File: src/rtl/assert_macros.svh
// Assertion macros for the RTL of the LIS block, used by lis_ctrl.
// Both macros expect clk in scope at the point of use; LIS_ASSERT also expects rst_n.
`ifndef ASSERT_MACROS_SVH
`define ASSERT_MACROS_SVH

// Checked on every clock edge outside reset.
`define LIS_ASSERT(lbl, prop, msg) \
  lbl: assert property (@(posedge clk) disable iff (!rst_n) prop) else $error(msg);

// Checked on every clock edge, reset included.
`define LIS_ASSERT_RST(lbl, prop, msg) \
  lbl: assert property (@(posedge clk) prop) else $error(msg);

`endif

File: src/rtl/lis_pkg.sv
// Shared types and constants for the longest increasing subsequence block.
// No dependencies.
`default_nettype none

package lis_pkg;

  localparam int ELEM_W    = 32;
  localparam int LEN_OUT_W = 11;

  typedef logic signed [ELEM_W-1:0] elem_t;

  // One result item, controller to output register
  typedef struct packed {
    logic [LEN_OUT_W-1:0] lis_length;
    logic                 sequence_end;
    logic                 overflow;
  } lis_res_t;

endpackage

`default_nettype wire

File: src/rtl/lis_ctrl.sv
// Search and update sequencer: lower-bound binary search over the tail
// memory, one probe per cycle, then the slot write. Depends on lis_pkg.
`default_nettype none
`include "assert_macros.svh"

module lis_ctrl #(
  parameter int MAX_LEN = 1024,
  parameter int AW      = 10,
  parameter int LW      = 11
) (
  input  wire logic             clk,
  input  wire logic             rst_n,
  // input channel
  input  wire logic             in_valid,
  output logic                  in_ready,
  input  wire lis_pkg::elem_t   in_element,
  input  wire logic             in_last_element,
  // result toward the output register
  output logic                  res_valid,
  input  wire logic             res_ready,
  output lis_pkg::lis_res_t     res,
  // tail memory
  output logic                  wr_en,
  output logic [AW-1:0]         wr_addr,
  output lis_pkg::elem_t        wr_data,
  output logic                  rd_en,
  output logic [AW-1:0]         rd_addr,
  input  wire lis_pkg::elem_t   rd_data
);
  import lis_pkg::*;

  localparam logic [LW-1:0] MAX_LEN_L = LW'(MAX_LEN);
  localparam logic [LW-1:0] ONE_L     = LW'(1);

  typedef enum logic [1:0] {
    S_IDLE,
    S_CMP,
    S_WR
  } state_t;

  state_t        state_r;
  elem_t         x_r;
  logic          last_r;
  logic [LW-1:0] lo_r, hi_r, mid_r, len_r;

  logic [LW-1:0] lo_c, hi_c, span_c, mid_c, len_new;
  logic [LW+LEN_OUT_W-1:0] len_ext;
  logic          in_fire, go_rd, lt_c, hit_c, full_c, ovf_c, res_fire;

  assign in_ready = (state_r == S_IDLE);
  assign in_fire  = in_valid && in_ready;
  assign res_fire = res_valid && res_ready;

  // Probe result: tail at mid is below the element
  assign lt_c = rd_data < x_r;

  // Next search window and its midpoint
  always_comb begin
    lo_c = lo_r;
    hi_c = hi_r;
    case (state_r)
      S_IDLE: begin
        lo_c = '0;
        hi_c = len_r;
      end
      S_CMP: begin
        if (lt_c) begin
          lo_c = mid_r + ONE_L;
        end else begin
          hi_c = mid_r;
        end
      end
      default: begin
        lo_c = lo_r;
        hi_c = hi_r;
      end
    endcase
    span_c = hi_c - lo_c;
    mid_c  = lo_c + (span_c >> 1);
  end

  assign go_rd   = lo_c < hi_c;
  assign rd_en   = go_rd && (in_fire || (state_r == S_CMP));
  assign rd_addr = mid_c[AW-1:0];

  // Slot update: overwrite inside the table, append at the end, or drop
  assign hit_c   = lo_r < len_r;
  assign full_c  = (len_r == MAX_LEN_L);
  assign ovf_c   = !hit_c && full_c;
  assign len_new = (!hit_c && !full_c) ? (len_r + ONE_L) : len_r;

  assign wr_en   = res_fire && !ovf_c;
  assign wr_addr = lo_r[AW-1:0];
  assign wr_data = x_r;

  // Result item
  assign len_ext          = {{LEN_OUT_W{1'b0}}, len_new};
  assign res_valid        = (state_r == S_WR);
  assign res.lis_length   = len_ext[LEN_OUT_W-1:0];
  assign res.sequence_end = last_r;
  assign res.overflow     = ovf_c;

  // Sequencer
  always_ff @(posedge clk) begin
    if (!rst_n) begin
      state_r <= S_IDLE;
      len_r   <= '0;
    end else begin
      case (state_r)
        S_IDLE: begin
          if (in_fire) begin
            x_r    <= in_element;
            last_r <= in_last_element;
            lo_r   <= lo_c;
            hi_r   <= hi_c;
            mid_r  <= mid_c;
            state_r <= go_rd ? S_CMP : S_WR;
          end
        end
        S_CMP: begin
          lo_r  <= lo_c;
          hi_r  <= hi_c;
          mid_r <= mid_c;
          if (!go_rd) begin
            state_r <= S_WR;
          end
        end
        S_WR: begin
          if (res_ready) begin
            len_r   <= last_r ? '0 : len_new;
            state_r <= S_IDLE;
          end
        end
        default: begin
          state_r <= S_IDLE;
        end
      endcase
    end
  end

  `LIS_ASSERT(a_len_bound, len_r <= MAX_LEN_L, "length beyond table capacity")
  `LIS_ASSERT(a_probe_window, (state_r == S_CMP) |-> (lo_r < hi_r), "probe with empty window")
  `LIS_ASSERT(a_ovf_full, (res_fire && res.overflow) |-> (len_r == MAX_LEN_L), "overflow below capacity")
  `LIS_ASSERT_RST(a_rst_clear, !rst_n |=> ((len_r == '0) && (state_r == S_IDLE)), "reset did not clear")

endmodule

`default_nettype wire
File: config.mk
export PLATFORM = sky130hd
export DESIGN_NAME = lis_ctrl
export DESIGN_NICKNAME = d
export VERILOG_FILES = /design/src/rtl/lis_pkg.sv /design/src/rtl/lis_ctrl.sv
export VERILOG_INCLUDE_DIRS = /design/src /design/src/rtl
export SDC_FILE = /design/constraint.sdc
export NUM_CORES = 1
export LEC_CHECK = 0
export ABC_AREA = 1
export ABC_CLOCK_PERIOD_IN_PS = 11100
export BUFFER_PORTS_ARGS = -buffer_cell sky130_fd_sc_hd__buf_2
export CAP_MARGIN = 20
export CORE_ASPECT_RATIO = 1.1
export CORE_UTILIZATION = 30
export DETAILED_ROUTE_END_ITERATION = 6
export SYNTH_ARGS = -nofsm -noshare
export SYNTH_HDL_FRONTEND = slang
export SYNTH_SLANG_ARGS = --single-unit
File: constraint.sdc
create_clock -name clk -period 11.1 [get_ports clk]
set_clock_uncertainty 0.05 [all_clocks]
set_input_delay 0.555 -clock clk [delete_from_list [all_inputs] [get_ports clk]]
set_output_delay 0.555 -clock clk [all_outputs]
set_load 0.02 [all_outputs]
# Yosys cells after proc, flatten, opt, wreduce, memory -nomap -nowiden
# Cells that the tools add are included.
# totals
in_bits	69
output_inout_bits	69
ff_bits	79
word_cells	53
# op_classes
add_sub_neg	4
reduce_logical	16
eq_ne	6
mux	17
order_cmp	3
# ops
operator	n
$pmux 11 s2	5
$mux 11	7
$lt 32x32->1	1
$add 11x1->11 const B	2
$lt 11x11->1	2
$add 11x10->11	1
$eq 11x11->1 const B	1
$sub 11x11->11	1
$reduce_and 3->1	3
$mux 2	4
$logic_and 1x1->1	6
$pmux 2 s3	1
$ne 2x1->1 const B	2
$logic_not 1->1	3
$eq 2x1->1 const B	1
$eq 2x2->1 const B	1
$logic_not 2->1	1
$ne 2x2->1 const B	1
$reduce_and 2->1	1
$reduce_bool 2->1	1
$logic_or 1x1->1	1

# Logic depth before layout (Yosys ltp)
# logic_depth
depth_word	7
mapped_depth	38
ltp_nobuf	36

# Least setup slack after synthesis
# OpenSTA, ideal clock, no wires.
# synth_path
kind	input to output
from	input port rd_data[21]
to	output port rd_addr[9]
path_slack_ns	5.949
arrival_time_ns	4.546
cell_stages	28
n_path_buf	3
path_cell_list	ha_1 > a21oi_2 > nor2_1 > nor2_2 > nand3_1 > a21oi_2 > nand3_1 > nand2_4 > clkbuf_1 > buf_1 > o21a_1 > inv_1 > ha_1 > inv_1 > o21bai_1 > nand2_2 > nand2_2 > a21oi_2 > o21ai_2 > xor2_1 > ha_1 > a21oi_1 > nor2_1 > a211oi_1 > nand2_1 > nand2_1 > nand2_1 > buf_4
# synth_via
elab_chain_cells	5
elab_cells_between_ends	7
cone_classes	2 x add/sub; 1 x order compare; 4 x mux
# synth_lines
item	line_no	source
from (decl)	lis_ctrl.sv:28	input wire lis_pkg::elem_t rd_data
$lt 32x32->1 (*)	lis_ctrl.sv:55	assign lt_c = rd_data < x_r;
$mux 11 (*)	lis_ctrl.sv:67	if (lt_c) begin
$pmux 11 s2 (*)	lis_ctrl.sv:61	case (state_r)
net lo_c[1]	lis_ctrl.sv:46	logic [LW-1:0] lo_c, hi_c, span_c, mid_c, len_new;
$sub 11x11->11	lis_ctrl.sv:78	span_c = hi_c - lo_c;
$add 11x10->11 (*)	lis_ctrl.sv:79	mid_c = lo_c + (span_c >> 1);
to (decl)	lis_ctrl.sv:27	output logic [AW-1:0] rd_addr,
# Mark *: on every way through the listed nets, which the timed path passes. The rest lies on a longest branch.

# Worst setup path after layout
# layout_path
from	register x_r[17], in the netlist wr_data[17]
to	output port rd_addr[9]
# layout_via
elab_chain_cells	5
elab_cells_between_ends	7
cone_classes	2 x add/sub; 1 x order compare; 4 x mux
# layout_lines
item	line_no	source
from (decl)	lis_ctrl.sv:42	elem_t x_r;
from (signal assigned)	lis_ctrl.sv:112	x_r <= in_element;
$lt 32x32->1 (*)	lis_ctrl.sv:55	
$mux 11 (*)	lis_ctrl.sv:67	
$pmux 11 s2 (*)	lis_ctrl.sv:61	
net lo_c[0]	lis_ctrl.sv:46	
$sub 11x11->11	lis_ctrl.sv:78	
$add 11x10->11 (*)	lis_ctrl.sv:79	
# Marks and branches as above.

==> impl_summary.txt <==
----------------------------------------------------
[Detailed routing]
  Drt wl/cell ... 13.52 µm
  Ratio of routed vias to standard cells ... 4.532
  Vias ... 4763
  Drt drc ... 0
  Pre-antenna DRT Iters ... 5
  Total wirelength of the detailed-routed design ... 14210 µm
  Post-DRT Antenna Nets ... 0
  1st-iter DRT viols ... 285

[GRT]
  Antenna violations before repair ... 0
  GR peak layer ... met2
  GRT Resource Usage Total ... 14.59%
  Vias in the first global route ... 4510
  Met1 track demand over resource ... 18.94%
  Global routing met3 resource utilization ... 2.519%
  Global-route congestion overflow total ... 0
  Pin count of the biggest net entering global routing ... 34
  Global-route wire length before repair ... between 20000 and 25000 µm
  GR Util met2 ... 24.46%

[Hold path]
  Hold Path Origin ... in_element[1]
  Worst hold path stage count ... 1
  Worst hold endpoint ... wr_data[1]
  Worst hold path class ... in -> reg

[Die]
  Die Y-Extent ... approximately 150 µm
  Horiz. Die Dim ... 134.1 µm
  Number of rows in the core area ... 52
  Core ar. ... around 0.019 mm²
  Initial core utilization ... 30.95%
  IO Pins ... 138
  Overall die area ... 0.01976 mm²

[Logic synthesis]
  Number of instances in the synthesized netlist ... around 690
  Top post-synthesis cells by area ... sky130_fd_sc_hd__edfxtp_1 (34%), sky130_fd_sc_hd__ha_1 (14%), sky130_fd_sc_hd__nand2_1 (9.1%), sky130_fd_sc_hd__inv_1 (8.3%), sky130_fd_sc_hd__dfxtp_1 (4.5%)
  Post-Syn Nets ... 820
  Most frequent cell after synthesis ... sky130_fd_sc_hd__nand2_1
  Mapped Area ... 0.005759 mm²
  YS warnings ... 0
  Ys async rst share ... 0%
  Largest area contributor in the netlist ... sky130_fd_sc_hd__edfxtp_1
  Post-synth cell types ... 37
  Average instance area after synthesis ... 8.395 µm²
  Sequential share of the synthesized area ... slightly below 40%
  Most instantiated flip-flop cell in the synthesis netlist ... sky130_fd_sc_hd__edfxtp_1
  FF+latch count, synth ... 79
  Area share of the largest cell type after synthesis ... 34.41%
  Number of synthesized flops with an enable pin ... 66
  Most frequent cells after synthesis ... sky130_fd_sc_hd__nand2_1 (140), sky130_fd_sc_hd__inv_1 (128), sky130_fd_sc_hd__edfxtp_1 (66), sky130_fd_sc_hd__ha_1 (63), sky130_fd_sc_hd__a21oi_1 (40)

[Cells and area]
  Non-filler cells, final ... 1051
  Total number of nets in the final design ... 937
  Fraction of final layout cells with drive strength greater than 1 ... around 24%
  Final Core Density ... 36.97%
  ANT cells ... 0
  Signed area change from the synthesized netlist to the final layout ... 19.44%
  Filler Cells Inserted ... a little under 2k

[Clock tree]
  H-tree levels ... 3
  Latest clock arrival within the worst-skew pair ... 0.34 ns
  Clock tree from TritonCTS ... yes
  Clock transition at the registers of the reported paths ... roughly 0.070 ns
  Post-cts gate resize count ... 0
  Number of setup buffers added after CTS ... 0
  Number of buffers on the longest clock path ... 2
  Clk sinks ... 79
  Number of hold buffers added after cts ... 0
  Number of buffers created by CTS ... 9
  Clk root buf ... sky130_fd_sc_hd__clkbuf_16

[Pwr]
  Power density over the cells ... 315.1 mW/mm²
  Static leakage power ... 0.003421 µW
  Max VDD drop ... 0.1152 mV

[Worst setup path]
  Arrival @ worst endpoint ... around 5.3 ns
  Critical path data required time ... 10.50 ns
  Category of the worst setup path capture point ... output port
  Startpoint class of the critical path ... flop
  Crit-path leading delay family ... compound AO/OA/AOI/OAI gates
  Cell occurring most often along the worst timing path ... sky130_fd_sc_hd__nand2_1
  Category of the most critical setup path ... reg -> out
  Slowest stage cell on the critical path ... sky130_fd_sc_hd__edfxtp_1
  Setup slack on the worst flop-to-flop path ... 5.87 ns
  Number of cells on the worst reg-to-reg path ... 28
  Highest fanout seen on the critical path ... 32
  Capturing point of the worst reg2reg path ... mid_r[10]
  Worst reg2reg startpoint ... wr_data[17]
  Longest individual stage delay on the worst path ... around 0.40 ns
  Buffers and inverters on the worst path ... 3

[Timing]
  Number of endpoints failing setup at the final stage ... 0
  Final Cycle Share ... a little over half
  Slew Limit Fails ... 0
  RSZ-0062 raised after global routing ... false
  Worst slew margin relative to its limit ... roughly 48%
  Final hold viol count ... 0
  Sum of negative setup slack ... 0 ns
  Upper clock frequency limit ... 0.1688 GHz
  Minimum period implied by the final worst setup slack ... 5.923 ns
  Worst slew pin tran ... 0.7821 ns

[Placement]
  Sum of net half-perimeters after detailed placement ... 11370 µm
  Number of cells in the design after placement ... 1035
  Routability Congestion ... 0.8013
  Number of port buffers ... approximately 140

[Status]
  Status ... finished clean

[Job]
  Number of maximum-capacitance constraint violations ... 0

----------------------------------------------------
## final cells by class
cell class	instances	area [µm²]	area share [%]
Clock inverter	7	85.08	1.237
Clock buffer	9	225.2	3.274
Timing Repair Buffer	140	708.2	10.29
Sequential cell	79	2242	32.59
Tap cell	243	304.0	4.420
Inverter	132	495.5	7.203
Multi-Input combinational cell	441	2819	40.98
## registers in the layout, indices dropped and copies added, names as in the netlist
name	count
len_r	11
lo_r	11
mid_r	11
state_r	2
last_r	1
hi_r	11
wr_data	32
## stage by stage
step	setup slack [ns]	hold slack (ns)	cell area (µm²)	total power, µW
5_1_grt	4.701	0.3189	6879	2371
3_3_place_gp	5.395	0.4522	6569	1873
4_1_cts	5.145	0.3233	6879	2200
2_1_floorplan	5.949	0.4222	5759	1649
6_report	5.177	0.3305	6879	2168
3_5_place_dp	5.305	0.4565	6569	1874
## worst max-delay path by stage
stage | startpoint | to | cells past startpoint
2_1_floorplan | rd_data[21] | rd_addr[9] | 28
3_3_place_gp | rd_data[21] | rd_addr[9] | 30
3_5_place_dp | rd_data[21] | rd_addr[9] | 29
4_1_cts | wr_data[17] | rd_addr[9] | 29
5_1_grt | wr_data[17] | rd_addr[9] | 30
6_report | wr_data[17] | rd_addr[9] | 28
## cells by family after synthesis
| kind of cell | after synthesis | synth area share, % |
|---|---|---|
| simple gates | 248 | 19.33 |
| flops | 79 | 38.93 |
| buf+inv | 166 | 12.25 |
| fa+ha+maj | 65 | 14.38 |
| xor+xnor | 28 | 4.258 |
| compound gates | 100 | 10.84 |
## layer usage
| layer | share of wire [%] | vias to the layer above |
|---|---|---|
| met5 | 0 | - |
| met4 | 1.1 | 0 |
| met3 | 5.9 | 10 |
| met2 | 47 | 133 |
| met1 | 46 | 2135 |
| li1 | - | 2485 |
## worst reg2reg max path, delay by kind of cell (launching register included)
| kind | cells | cell delay [ns] |
|---|---|---|
| AOI/OAI and AO/OA | 8 | 1.31 |
| xor gates and xnor gates | 1 | 0.15 |
| DFF | 1 | 0.40 |
| buffers and inverters | 3 | 0.51 |
| and+or+nand+nor | 13 | 1.72 |
| adders and majority gates | 3 | 0.83 |
## power breakdown
part	switching, µW	leakage, µW	internal, µW
clock network	133	0.000153	180
logic	893	0.00254	461
registers	56.7	0.000731	444
## cell usage in the layout, fill, tap and decap left out, types with 2 or more instances in the layout
master	count
sky130_fd_sc_hd__inv_1	128
sky130_fd_sc_hd__o21bai_1	2
sky130_fd_sc_hd__clkbuf_16	9
sky130_fd_sc_hd__nand2_4	2
sky130_fd_sc_hd__a21oi_1	40
sky130_fd_sc_hd__nand3_1	33
sky130_fd_sc_hd__nor3_1	7
sky130_fd_sc_hd__edfxtp_1	66
sky130_fd_sc_hd__o21ai_1	5
sky130_fd_sc_hd__nand4_1	9
sky130_fd_sc_hd__o211ai_1	12
sky130_fd_sc_hd__buf_4	3
sky130_fd_sc_hd__fa_1	2
sky130_fd_sc_hd__o21ai_2	2
sky130_fd_sc_hd__o21ai_0	15
sky130_fd_sc_hd__a21oi_2	5
sky130_fd_sc_hd__nor3_2	2
sky130_fd_sc_hd__ha_1	63
sky130_fd_sc_hd__nand2_2	14
sky130_fd_sc_hd__nor2_1	28
sky130_fd_sc_hd__o21a_1	3
sky130_fd_sc_hd__a211oi_1	3
sky130_fd_sc_hd__nand3_2	6
sky130_fd_sc_hd__inv_2	3
sky130_fd_sc_hd__dfxtp_1	13
sky130_fd_sc_hd__buf_2	137
sky130_fd_sc_hd__inv_6	4
sky130_fd_sc_hd__nand2_1	140
sky130_fd_sc_hd__o221ai_1	9
sky130_fd_sc_hd__nor2_2	5
sky130_fd_sc_hd__xnor2_1	4
sky130_fd_sc_hd__xor2_1	24
sky130_fd_sc_hd__nor4_1	2
Note: power is estimated with default switching activity, not from simulation.
